**config.mk**
```make
export PLATFORM = sky130hd
export DESIGN_NAME = vog_axis_div
export DESIGN_NICKNAME = d
export VERILOG_FILES = /design/src/hw/rtl/vog_pkg.sv /design/src/hw/rtl/vog_axis_div.sv
export SDC_FILE = /design/constraint.sdc
export NUM_CORES = 1
export LEC_CHECK = 0
export BUFFER_PORTS_ARGS = -buffer_cell sky130_fd_sc_hd__buf_2
export CAP_MARGIN = 20
export CORE_ASPECT_RATIO = 0.75
export CORE_MARGIN = 2
export CORE_UTILIZATION = 40
export DETAILED_ROUTE_END_ITERATION = 8
export PLACE_DENSITY_LB_ADDON = 0.3
export SYNTH_ARGS = -nofsm -noshare
export SYNTH_HDL_FRONTEND = slang
export SYNTH_SLANG_ARGS = --single-unit
```
**constraint.sdc**
```tcl
create_clock -name clk -period 8.2 [get_ports clk]
set_clock_uncertainty 0.15 [all_clocks]
set_input_delay 1.23 -clock clk [delete_from_list [all_inputs] [get_ports clk]]
set_output_delay 1.23 -clock clk [all_outputs]
set_load 0.005 [all_outputs]
```
**src/hw/rtl/vog_pkg.sv**
```systemverilog
// ----------------------------------------------------------------------------
// vog_pkg
// Shared types and constants of the voxel occupancy grid store.
// ----------------------------------------------------------------------------
package vog_pkg;

	localparam int GRID_X_DEF = 64;
	localparam int GRID_Y_DEF = 64;
	localparam int GRID_Z_DEF = 64;

	localparam int POS_W  = 24;
	localparam int RES_W  = 16;
	localparam int EXT_W  = 7;
	localparam int LIM_W  = 9;
	localparam int CODE_W = 2;
	localparam int IDX_W  = 3;
	localparam int BIT_W  = 4;
	localparam int CMP_W  = 32;

	localparam logic [IDX_W-1:0] REG_RES = 3'd0;
	localparam logic [IDX_W-1:0] REG_OX  = 3'd1;
	localparam logic [IDX_W-1:0] REG_OY  = 3'd2;
	localparam logic [IDX_W-1:0] REG_OZ  = 3'd3;
	localparam logic [IDX_W-1:0] REG_EX  = 3'd4;
	localparam logic [IDX_W-1:0] REG_EY  = 3'd5;
	localparam logic [IDX_W-1:0] REG_EZ  = 3'd6;

	localparam logic [CODE_W-1:0] CODE_UNMAPPED = 2'd0;
	localparam logic [CODE_W-1:0] CODE_EMPTY    = 2'd1;
	localparam logic [CODE_W-1:0] CODE_OCCUPIED = 2'd2;
	localparam logic [CODE_W-1:0] CODE_OOB      = 2'd3;

	localparam logic OP_READ  = 1'b0;
	localparam logic OP_WRITE = 1'b1;

	typedef struct packed {
		logic             load;
		logic             step;
		logic [BIT_W-1:0] bitpos;
	} div_ctl_t;

endpackage

```
**src/hw/rtl/vog_axis_div.sv**
```systemverilog
// ----------------------------------------------------------------------------
// vog_axis_div
// Bounds check and restoring division of one axis, one quotient bit a cycle.
// ----------------------------------------------------------------------------
module vog_axis_div #(
	parameter int QW = 6,
	parameter int IW = 6
) (
	input  logic                             clk,
	input  vog_pkg::div_ctl_t                ctl,
	input  logic signed [vog_pkg::POS_W:0]   diff,
	input  logic [vog_pkg::RES_W-1:0]        res,
	input  logic [vog_pkg::LIM_W-1:0]        lim,
	output logic                             in_range,
	output logic [IW-1:0]                    idx
);
	import vog_pkg::*;

	logic                    neg_q;
	logic [POS_W-1:0]        rem_q;
	logic [QW-1:0]           quo_q;
	logic [POS_W:0]          bound;
	logic [CMP_W-1:0]        sub_sh;
	logic                    take;

	assign bound    = (POS_W+1)'(lim) * (POS_W+1)'(res);
	assign in_range = !neg_q && (res != '0) && ({1'b0, rem_q} < bound);
	assign sub_sh   = CMP_W'(res) << ctl.bitpos;
	assign take     = CMP_W'(rem_q) >= sub_sh;
	assign idx      = quo_q[IW-1:0];

	always_ff @(posedge clk) begin
		if (ctl.load) begin
			neg_q <= diff[POS_W];
			rem_q <= diff[POS_W-1:0];
			quo_q <= '0;
		end else if (ctl.step) begin
			if (take) begin
				rem_q <= rem_q - sub_sh[POS_W-1:0];
			end
			quo_q <= (quo_q << 1) | QW'(take);
		end
	end

endmodule

```
* Word level (Yosys, flattened, before mapping)
Cells that the tools add are included.
** Operators by class
- Add/sub/neg operators :: 1
- $mul :: 1
- Order comparisons :: 2
- Shifts and indexed selects :: 1
- Muxes and demuxes :: 3
- Bitwise logic cells :: 1
- Reductions and logical operators :: 7
** Operators by type and width (number)
- $mux 24 :: 3
- $ge 24x32->1 :: 1
- $shl 16x4->32 :: 1
- $lt 24x25->1 :: 1
- $mul 9x16->25 :: 1
- $sub 24x24->24 :: 1
- $reduce_bool 16->1 :: 1
- $or 6x1->6 :: 1
- $reduce_bool 2->1 :: 2
- $logic_and 1x1->1 :: 2
- $reduce_and 2->1 :: 1
- $logic_not 1->1 :: 1
** Storage, ports and cells
- Bits in registers :: 31
- Input bits :: 57
- Output and inout bits :: 7
- Word-level logic and storage cells :: 19

* Longest topological paths before layout
Gate-level depths: netlist (run 1).
- Depth after elaboration :: 5
- Depth in mapped cells :: 26
- Depth with buffers taken out :: 25

* Least setup slack after synthesis (run 1)
OpenSTA, ideal clock, no wires.
- Kind :: input-to-output
- Start :: input lim[2] in the netlist's numbering
- End :: output in_range
- Data arrival time :: 6.567 ns
- Required time :: 6.820 ns
- Path slack :: 0.253 ns
- Stages :: 25
- Path buffers :: 1
- Cell sequence :: clkbuf_1 > nand2_1 > fa_1 > inv_1 > fa_1 > inv_1 > fa_1 > fa_1 > inv_1 > ha_1 > o211ai_1 > o21ai_1 > a21o_1 > a21oi_1 > o21bai_1 > a21oi_1 > xor2_1 > ha_1 > a21o_1 > nand3_1 > a21oi_1 > a2111oi_0 > o211ai_1 > a31o_2 > a21oi_1
** On the way
- Longest elaborated chain between the ends :: 3
** Ends and longest elaborated chain
- start: declaration :: RTL line vog_axis_div.sv:13 : input logic [vog_pkg::LIM_W-1:0] lim,
- $mul 9x16->25 :: RTL line vog_axis_div.sv:26 : assign bound = (POS_W+1)'(lim) * (POS_W+1)'(res);
- $lt 24x25->1 :: RTL line vog_axis_div.sv:27 : assign in_range = !neg_q && (res != '0) && ({1'b0, rem_q} < bound);
- $logic_and 1x1->1 :: RTL line vog_axis_div.sv:27
- end: declaration :: RTL line vog_axis_div.sv:14 : output logic in_range,
Every way passes these cells.

* Final worst setup path (run 1)
- Start :: input lim[6] in the netlist's numbering
- End :: output in_range
Same word-level chain as after synthesis.

==> out/summary.md, run 1 <==
Outcome
- status: finished clean

Logic synthesis
- async set-or-reset flop fraction in the synthesized netlist: 0%
- number of enable-type register cells in the synthesized netlist: 25
- number of synthesized register bits: 31
- Syn Std Cell Area: 0.008426 sq mm
- sequential element share of the synthesized area: 10.34%
- ranking of synthesized cells by instance count: 149 x sky130_fd_sc_hd__inv_1, 128 x sky130_fd_sc_hd__nand2_1, 100 x sky130_fd_sc_hd__fa_1
- Ys Warns: 0
- leading cell types by total area after synthesis: sky130_fd_sc_hd__fa_1 24%, sky130_fd_sc_hd__ha_1 14%, sky130_fd_sc_hd__edfxtp_1 8.9%
- mean post-synth cell area: 8.268 sq um
- largest area contributor in the synthesized netlist: sky130_fd_sc_hd__fa_1
- net count of the mapped netlist: 1268
- distinct cell type count of the synthesized netlist: 66
- area share of the leading cell type in the synthesized netlist: 23.76%
- cell count after synthesis: 1019
- most instantiated flip-flop cell in the synthesis netlist: sky130_fd_sc_hd__edfxtp_1
- most frequent cell after synthesis: sky130_fd_sc_hd__inv_1

Placement
- placed cell area: 0.009375 sq mm
- port buffer count: 63
- placer's final routability congestion estimate: 0.8703
- Placement Setup Slack: -0.2229 ns
- Detailed Place HPWL: 18260 um

Job
- number of max-cap violations: 0

Drt
- detail-routed via count per cell: 5.282
- drt pass-1 iters: 7
- count of nets left with antenna violations after detail routing: 0
- Initial DRC Count: 637
- total length of routed wires: 21950 um
- Remaining DRCs: 0
- number of vias in the routed layout: 7337
- Avg WL per Cell: 15.80 um

Timing
- Worst-Margin Slew: 0.5774 ns
- worst-case setup margin in the final layout: 0.1442 ns
- final setup vio count: 0
- minimum period implied by the final worst setup slack: 8.056 ns
- final critical-path share of the clock period: 98.24%
- worst relative slew slack: 61.15%
- hold violation count in the final report: 0
- maximum clock frequency: 124.1 MHz
- Hold WS: 0.3392 ns
- Final Max Tran Viols: 0

Global route
- pin count of the biggest net entering global routing: 52
- gr ovfl total: 0
- GRT busiest layer: met1
- GR Layer Usage met1: 32.46%
- fraction of met2 tracks used by global routing: 29.44%
- vias in the first global route: 6798
- total routing resource utilization after global routing: 20.07%
- met3 track demand over resource in global routing: 2.426%
- wire length of the first global-routing pass: 35540 um
- antenna violations before repair: 0

Clock tree
- TritonCTS clock tree: done
- buffer cell driving the clock tree root: sky130_fd_sc_hd__clkbuf_16
- clock slew seen by the registers of the worst setup and hold paths: 0.05 ns
- number of hold buffers added after cts: 0
- total CTS buffers: 5
- source-to-sink clock delay at the later pin of the worst-skew pair: 0.29 ns
- Sinks on Clock Net: 31
- Max Buffers Root-to-Sink: 2
- maximum level of the CTS H-tree: 2

Floorplanning
- area enclosed by the die boundary: 0.02225 sq mm
- horizontal die dimension: 171.6 um
- initial cell density of the core: 41.22%
- Die Y-Extent: 129.7 um
- core footprint: 0.02044 sq mm
- ports placed on the boundary: 64
- total number of placement rows: 45

Min path
- HP Class: register to register
- worst hold start: idx[0]

Power and ir drop
- overall power after layout: 3.532 mW
- P per Cell Area: 352.2 mW/mm^2
- maximum vdd drop: 0.0002467 V
- LEAKAGE: 4.812 nW

Finish
- share of post-route cells with drive strength above 1: 19.24%
- Syn-to-layout area delta: 19.01%
- Final nets: 1355
- final std cell area, no fill: 0.01003 sq mm
- total inserted antenna cells: 0

Critical path
- data arrival at the endpoint of the critical path: 6.68 ns
- kind of critical path: primary input to output port
- maximum fanout count along the critical path: 11
- Critical Path Start Type: primary input
- Required @ worst endpoint: 6.82 ns
- worst-case register-to-register setup slack: 4.87 ns
- Crit Reg-Reg Startpoint: rem_q[11]
- launch point of the worst path: lim[6]
- crit path capture type: output port

registers in the layout, summed over array words and instances (netlist names):
| signal | flops |
|---|---|
| idx | 6 |
| rem_q | 24 |
| neg_q | 1 |
kinds of logic (layout without fill, tap and decap cells):
kind of cell | after synthesis | count (layout) | synth area share, %
xor gates and xnor gates | 31 | 31 | 3.222
muxes | 40 | 40 | 5.584
DFF | 31 | 31 | 10.34
and+or+nand+nor | 327 | 327 | 19.26
buffers and inverters | 199 | 287 | 9.148
AOI/OAI and AO/OA | 199 | 199 | 15.03
adders and majority gates | 192 | 192 | 37.42
area by class of cell:
class,instances,area [sq um]
Multi-Input combinational cell,789,7109
Timing Repair Buffer,130,965.9
Clock inverter,1,5.005
Sequential cell,31,870.8
Tap cell,282,352.8
Inverter,149,559.3
Fill cell,1984,10410
Clock buffer,7,163.9
per-stage QoR:
step | utilization [%] | instances | setup TNS, ns
floorplan | - | 1019 | 0
global placement | 45.74 | 1376 | -0.1396
detailed placement | 45.87 | 1377 | -0.2229
CTS | 46.86 | 1386 | 0
global route | 49.06 | 1389 | -0.03217
finish | 49.06 | 1389 | 0
placed cells by master (no fill, tap or decap), types with 8 or more instances in the layout:
master / netlist / final
sky130_fd_sc_hd__nand2b_1: 8 / 8
sky130_fd_sc_hd__ha_1: 92 / 81
sky130_fd_sc_hd__and2_1: 82 / 74
sky130_fd_sc_hd__nor3_1: 13 / 13
sky130_fd_sc_hd__nand4_1: 9 / 9
sky130_fd_sc_hd__fa_1: 100 / 97
sky130_fd_sc_hd__mux2i_1: 29 / 29
sky130_fd_sc_hd__inv_1: 149 / 147
sky130_fd_sc_hd__buf_6: 0 / 12
sky130_fd_sc_hd__a21oi_2: 2 / 14
sky130_fd_sc_hd__nand3_1: 16 / 15
sky130_fd_sc_hd__xor2_1: 15 / 15
sky130_fd_sc_hd__nor2_1: 37 / 37
sky130_fd_sc_hd__buf_2: 7 / 41
sky130_fd_sc_hd__o21ai_1: 37 / 32
sky130_fd_sc_hd__nand2_1: 128 / 123
sky130_fd_sc_hd__o21ai_0: 13 / 12
sky130_fd_sc_hd__xnor2_1: 16 / 16
sky130_fd_sc_hd__edfxtp_1: 25 / 25
sky130_fd_sc_hd__and2_4: 0 / 8
sky130_fd_sc_hd__buf_4: 4 / 71
sky130_fd_sc_hd__ha_4: 0 / 9
sky130_fd_sc_hd__a21oi_1: 64 / 50
sky130_fd_sc_hd__a21o_1: 17 / 17
final timing paths:
| path | end | cells after the start |
|---|---|---|
| worst max-delay path | in_range | 24 |
| worst min register to register | idx[0] | 2 |
| worst max register to register | rem_q[3] | 9 |
| worst min-delay path | idx[0] | 2 |
power breakdown:
group / internal (mW) / total, mW / switching (mW) / leakage [nW]
logic: 1.44 / 3.04 / 1.60 / 4.43
clock network: 0.139 / 0.214 / 0.0750 / 0.0850
registers: 0.236 / 0.279 / 0.0430 / 0.297
metal layers:
metal / up-vias / part of all wire [%]
met5: - / 0
met4: 0 / 0.26
met3: 7 / 5.4
met2: 204 / 42
met1: 3560 / 52
li1: 3566 / -
worst max-delay path: stages:
cell and delay [ns]:
sky130_fd_sc_hd__buf_8 0.12, sky130_fd_sc_hd__and2_1 0.17, sky130_fd_sc_hd__fa_1 0.56, sky130_fd_sc_hd__fa_1 0.45, sky130_fd_sc_hd__fa_1 0.54, sky130_fd_sc_hd__inv_1 0.05, sky130_fd_sc_hd__fa_1 0.54, sky130_fd_sc_hd__inv_1 0.07
sky130_fd_sc_hd__ha_4 0.27, sky130_fd_sc_hd__o211ai_1 0.12, sky130_fd_sc_hd__o211a_1 0.28, sky130_fd_sc_hd__o21ai_2 0.15, sky130_fd_sc_hd__a21oi_2 0.11, sky130_fd_sc_hd__o31ai_1 0.25, sky130_fd_sc_hd__buf_4 0.15, sky130_fd_sc_hd__xnor2_1 0.12
sky130_fd_sc_hd__ha_1 0.27, sky130_fd_sc_hd__nand4_1 0.12, sky130_fd_sc_hd__a21oi_1 0.05, sky130_fd_sc_hd__a2111oi_1 0.37, sky130_fd_sc_hd__o211ai_1 0.18, sky130_fd_sc_hd__a31o_2 0.24, sky130_fd_sc_hd__a21oi_2 0.12, sky130_fd_sc_hd__buf_2 0.13
repair_timing:
| action | in CTS | in global routing |
|---|---|---|
| setup buffers | 1 | 3 |
| setup endpoints to repair | 1 | 1 |
| hold endpoints to repair | 0 | 0 |
| resized for setup | 7 | 117 |
| pin swaps | 3 | 53 |
Note: power is estimated with default switching activity, not from simulation.
==> run 2: changes to the inputs <==
==> constraint.sdc (replaced) <==
create_clock -name clk -period 8.2 [get_ports clk]
set_clock_uncertainty 0.15 [all_clocks]
set_input_delay 0.82 -clock clk [delete_from_list [all_inputs] [get_ports clk]]
set_output_delay 0.82 -clock clk [all_outputs]
set_load 0.005 [all_outputs]
==> run 2 against run 1 <==
  * Worst hold slack better by 0.012 ns
  * Critical endpoint unchanged
  * Count of clock-buffer cells in the layout unchanged
  * Critical path depth unchanged
  * Largest cell class unchanged
  * Largest power group unchanged
==> out/summary.md, run 2 (same netlist as run 1, synthesis figures left out) <==
Outcome
- status: finished clean, unchanged

Placement
- port buffer count: 63, unchanged
- Placement Setup Slack: 0.4154 ns, was -0.2229 ns
- Detailed Place HPWL: 17430 um, was 18260 um
- placer's final routability congestion estimate: 0.8693, was 0.8703

Job
- number of max-cap violations: 0, unchanged

Drt
- count of nets left with antenna violations after detail routing: 0, unchanged
- number of vias in the routed layout: 7005, was 7337
- Remaining DRCs: 0, unchanged
- Avg WL per Cell: 16.04 um, was 15.80 um
- Initial DRC Count: 472, was 637
- total length of routed wires: 21290 um, was 21950 um
- drt pass-1 iters: 7, unchanged
- detail-routed via count per cell: 5.279, was 5.282

Min path
- hold path cells: 2, unchanged
- HP Class: register to register, unchanged

Clock tree
- Max Buffers Root-to-Sink: 2, unchanged
- source-to-sink clock delay at the later pin of the worst-skew pair: 0.28 ns, was 0.29 ns
- clock slew seen by the registers of the worst setup and hold paths: 0.05 ns, about the same
- TritonCTS clock tree: done, unchanged
- maximum level of the CTS H-tree: 2, unchanged
- total CTS buffers: 5, unchanged
- buffer cell driving the clock tree root: sky130_fd_sc_hd__clkbuf_16, unchanged
- Sinks on Clock Net: 31, unchanged

Floorplanning
- ports placed on the boundary: 64, unchanged
- initial cell density of the core: 41.22%, unchanged
- Die Y-Extent: 129.7 um, unchanged
- core footprint: 0.02044 sq mm, unchanged
- area enclosed by the die boundary: 0.02225 sq mm, unchanged
- horizontal die dimension: 171.6 um, unchanged
- total number of placement rows: 45, unchanged

Finish
- Final nets: 1292, was 1355
- Largest register FFs: 24, unchanged
- register with the most flip-flops: rem_q, unchanged
- final design utilization: 44.63%, was 49.06%
- commonest non-fill, non-tap cells in the layout: 149 x sky130_fd_sc_hd__inv_1, 128 x sky130_fd_sc_hd__nand2_1, 100 x sky130_fd_sc_hd__fa_1, was 147 x sky130_fd_sc_hd__inv_1, 123 x sky130_fd_sc_hd__nand2_1, 97 x sky130_fd_sc_hd__fa_1
- number of inserted filler cells in the final layout: 2077, was 1984
- share of post-route cells with drive strength above 1: 9.387%, was 19.24%
- Syn-to-layout area delta: 8.257%, was 19.01%
- commonest non-fill, non-tap cell in the layout: sky130_fd_sc_hd__inv_1, unchanged

Power and ir drop
- relative contribution of the clock network to total power: 7.5%, was 6.1%
- sequential power share: 9.9%, was 7.9%
- overall power after layout: 2.836 mW, was 3.532 mW
- maximum vdd drop: 0.0001687 V, was 0.0002467 V
- combinational share of power: 82.6%, was 86.0%
- LEAKAGE: 4.429 nW, was 4.812 nW
- net switching power figure: 1.473 mW, was 1.714 mW
- switching portion of total power: 51.93%, was 48.52%
- P per Cell Area: 310.9 mW/mm^2, was 352.2 mW/mm^2
- cell-internal power: 1.363 mW, was 1.818 mW

Global route
- antenna violations before repair: 1, was 0
- vias in the first global route: 6840, was 6798
- total routing resource utilization after global routing: 20.06%, was 20.07%
- wire length of the first global-routing pass: 35530 um, was 35540 um
- gr ovfl total: 0, unchanged
- pin count of the biggest net entering global routing: 52, unchanged

Timing
- hold violation count in the final report: 0, unchanged
- Worst-Margin Slew: 0.6552 ns, was 0.5774 ns
- final critical-path share of the clock period: 95.19%, was 98.24%
- worst-case setup margin in the final layout: 0.3941 ns, was 0.1442 ns
- minimum period implied by the final worst setup slack: 7.806 ns, was 8.056 ns
- maximum clock frequency: 128.1 MHz, was 124.1 MHz
- Final Max Tran Viols: 0, unchanged
- total negative setup slack: 0 ns, unchanged
- final setup vio count: 0, unchanged
- worst relative slew slack: 55.92%, was 61.15%

Critical path
- Required @ worst endpoint: 7.23 ns, was 6.82 ns
- R2R depth: 9, unchanged
- maximum fanout count along the critical path: 16, was 11
- crit path capture type: output port, unchanged
- kind of critical path: primary input to output port, unchanged
- data arrival at the endpoint of the critical path: 6.84 ns, was 6.68 ns
- Critical Path Start Type: primary input, unchanged

==> run 2: cell count changes in the layout (fill, tap and decap cells not counted), sizes merged <==
cell    change
diode       +1
clkbuf      -2
buf        -61
==> run 2: worst max-delay path: stages <==
cell	delay, ns
sky130_fd_sc_hd__buf_2	0.26
sky130_fd_sc_hd__nand2_1	0.13
sky130_fd_sc_hd__fa_1	0.51
sky130_fd_sc_hd__fa_1	0.55
sky130_fd_sc_hd__inv_1	0.06
sky130_fd_sc_hd__fa_1	0.53
sky130_fd_sc_hd__inv_1	0.06
sky130_fd_sc_hd__fa_1	0.53
sky130_fd_sc_hd__inv_1	0.04
sky130_fd_sc_hd__ha_1	0.35
sky130_fd_sc_hd__o211ai_1	0.15
sky130_fd_sc_hd__o211a_1	0.26
sky130_fd_sc_hd__o21ai_1	0.21
sky130_fd_sc_hd__a21oi_2	0.13
sky130_fd_sc_hd__o31ai_1	0.36
sky130_fd_sc_hd__xnor2_1	0.17
sky130_fd_sc_hd__ha_1	0.28
sky130_fd_sc_hd__nand4_1	0.14
sky130_fd_sc_hd__a21oi_1	0.06
sky130_fd_sc_hd__a2111oi_1	0.39
sky130_fd_sc_hd__o211ai_1	0.20
sky130_fd_sc_hd__a31o_2	0.28
sky130_fd_sc_hd__a21oi_1	0.21
sky130_fd_sc_hd__buf_2	0.15
==> run 2: cell type report <==
type                       instances  area, sq um  share of cell area [%]
multi-input combinational        789         6802                   74.57
sequential                        31        870.8                   9.547
inverter                         149        559.3                   6.132
timing repair buffer              67        365.4                   4.005
tap                              282        352.8                   3.868
clock buffer                       7        163.9                   1.797
clock inverter                     1        5.005                 0.05487
antenna                            1        2.502                 0.02743
==> run 2: layer usage <==
layer	vias to the layer above	GRT usage [%]	share of wire, %
li1	3457	-	-
met1	3389	31.34	52
met2	146	30.21	43
met3	13	2.821	4.7
met4	0	2.044	0.41
met5	-	0	0
==> run 2: path summary, 6_finish.rpt <==
path,startpoint,to,slack (ns)
max reg2reg,rem_q[11],rem_q[3],4.98
min reg2reg,idx[5],idx[5],0.35
max,lim[8],in_range,0.39
min,idx[5],idx[5],0.35
==> run 2: timing repair <==
item	4_1_cts	5_1_grt
gates resized for setup	0	4
buffers inserted	0	0
hold buffers	0	0
setup endpoints to repair	0	1
==> run 2: power by group through the flow <==
| stage | Sequential, mW | Clock (mW) | Combinational, mW |
|---|---|---|---|
| 6_report | 0.280 | 0.213 | 2.34 |
| 5_1_grt | 0.283 | 0.223 | 2.70 |
| 4_1_cts | 0.280 | 0.216 | 2.31 |
| 3_5_place_dp | 0.282 | 0 | 2.29 |
| 3_3_place_gp | 0.284 | 0 | 2.26 |
| 2_1_floorplan | 0.259 | 0 | 1.83 |
==> run 2: stage by stage <==
stage,hold WS [ns],cell area [sq um],std cells
5_1_grt,0.3828,9121,1327
6_report,0.3516,9121,1327
2_1_floorplan,0.3293,8426,1019
3_3_place_gp,0.3333,8905,1317
3_5_place_dp,0.3452,8932,1318
4_1_cts,0.3608,9101,1326
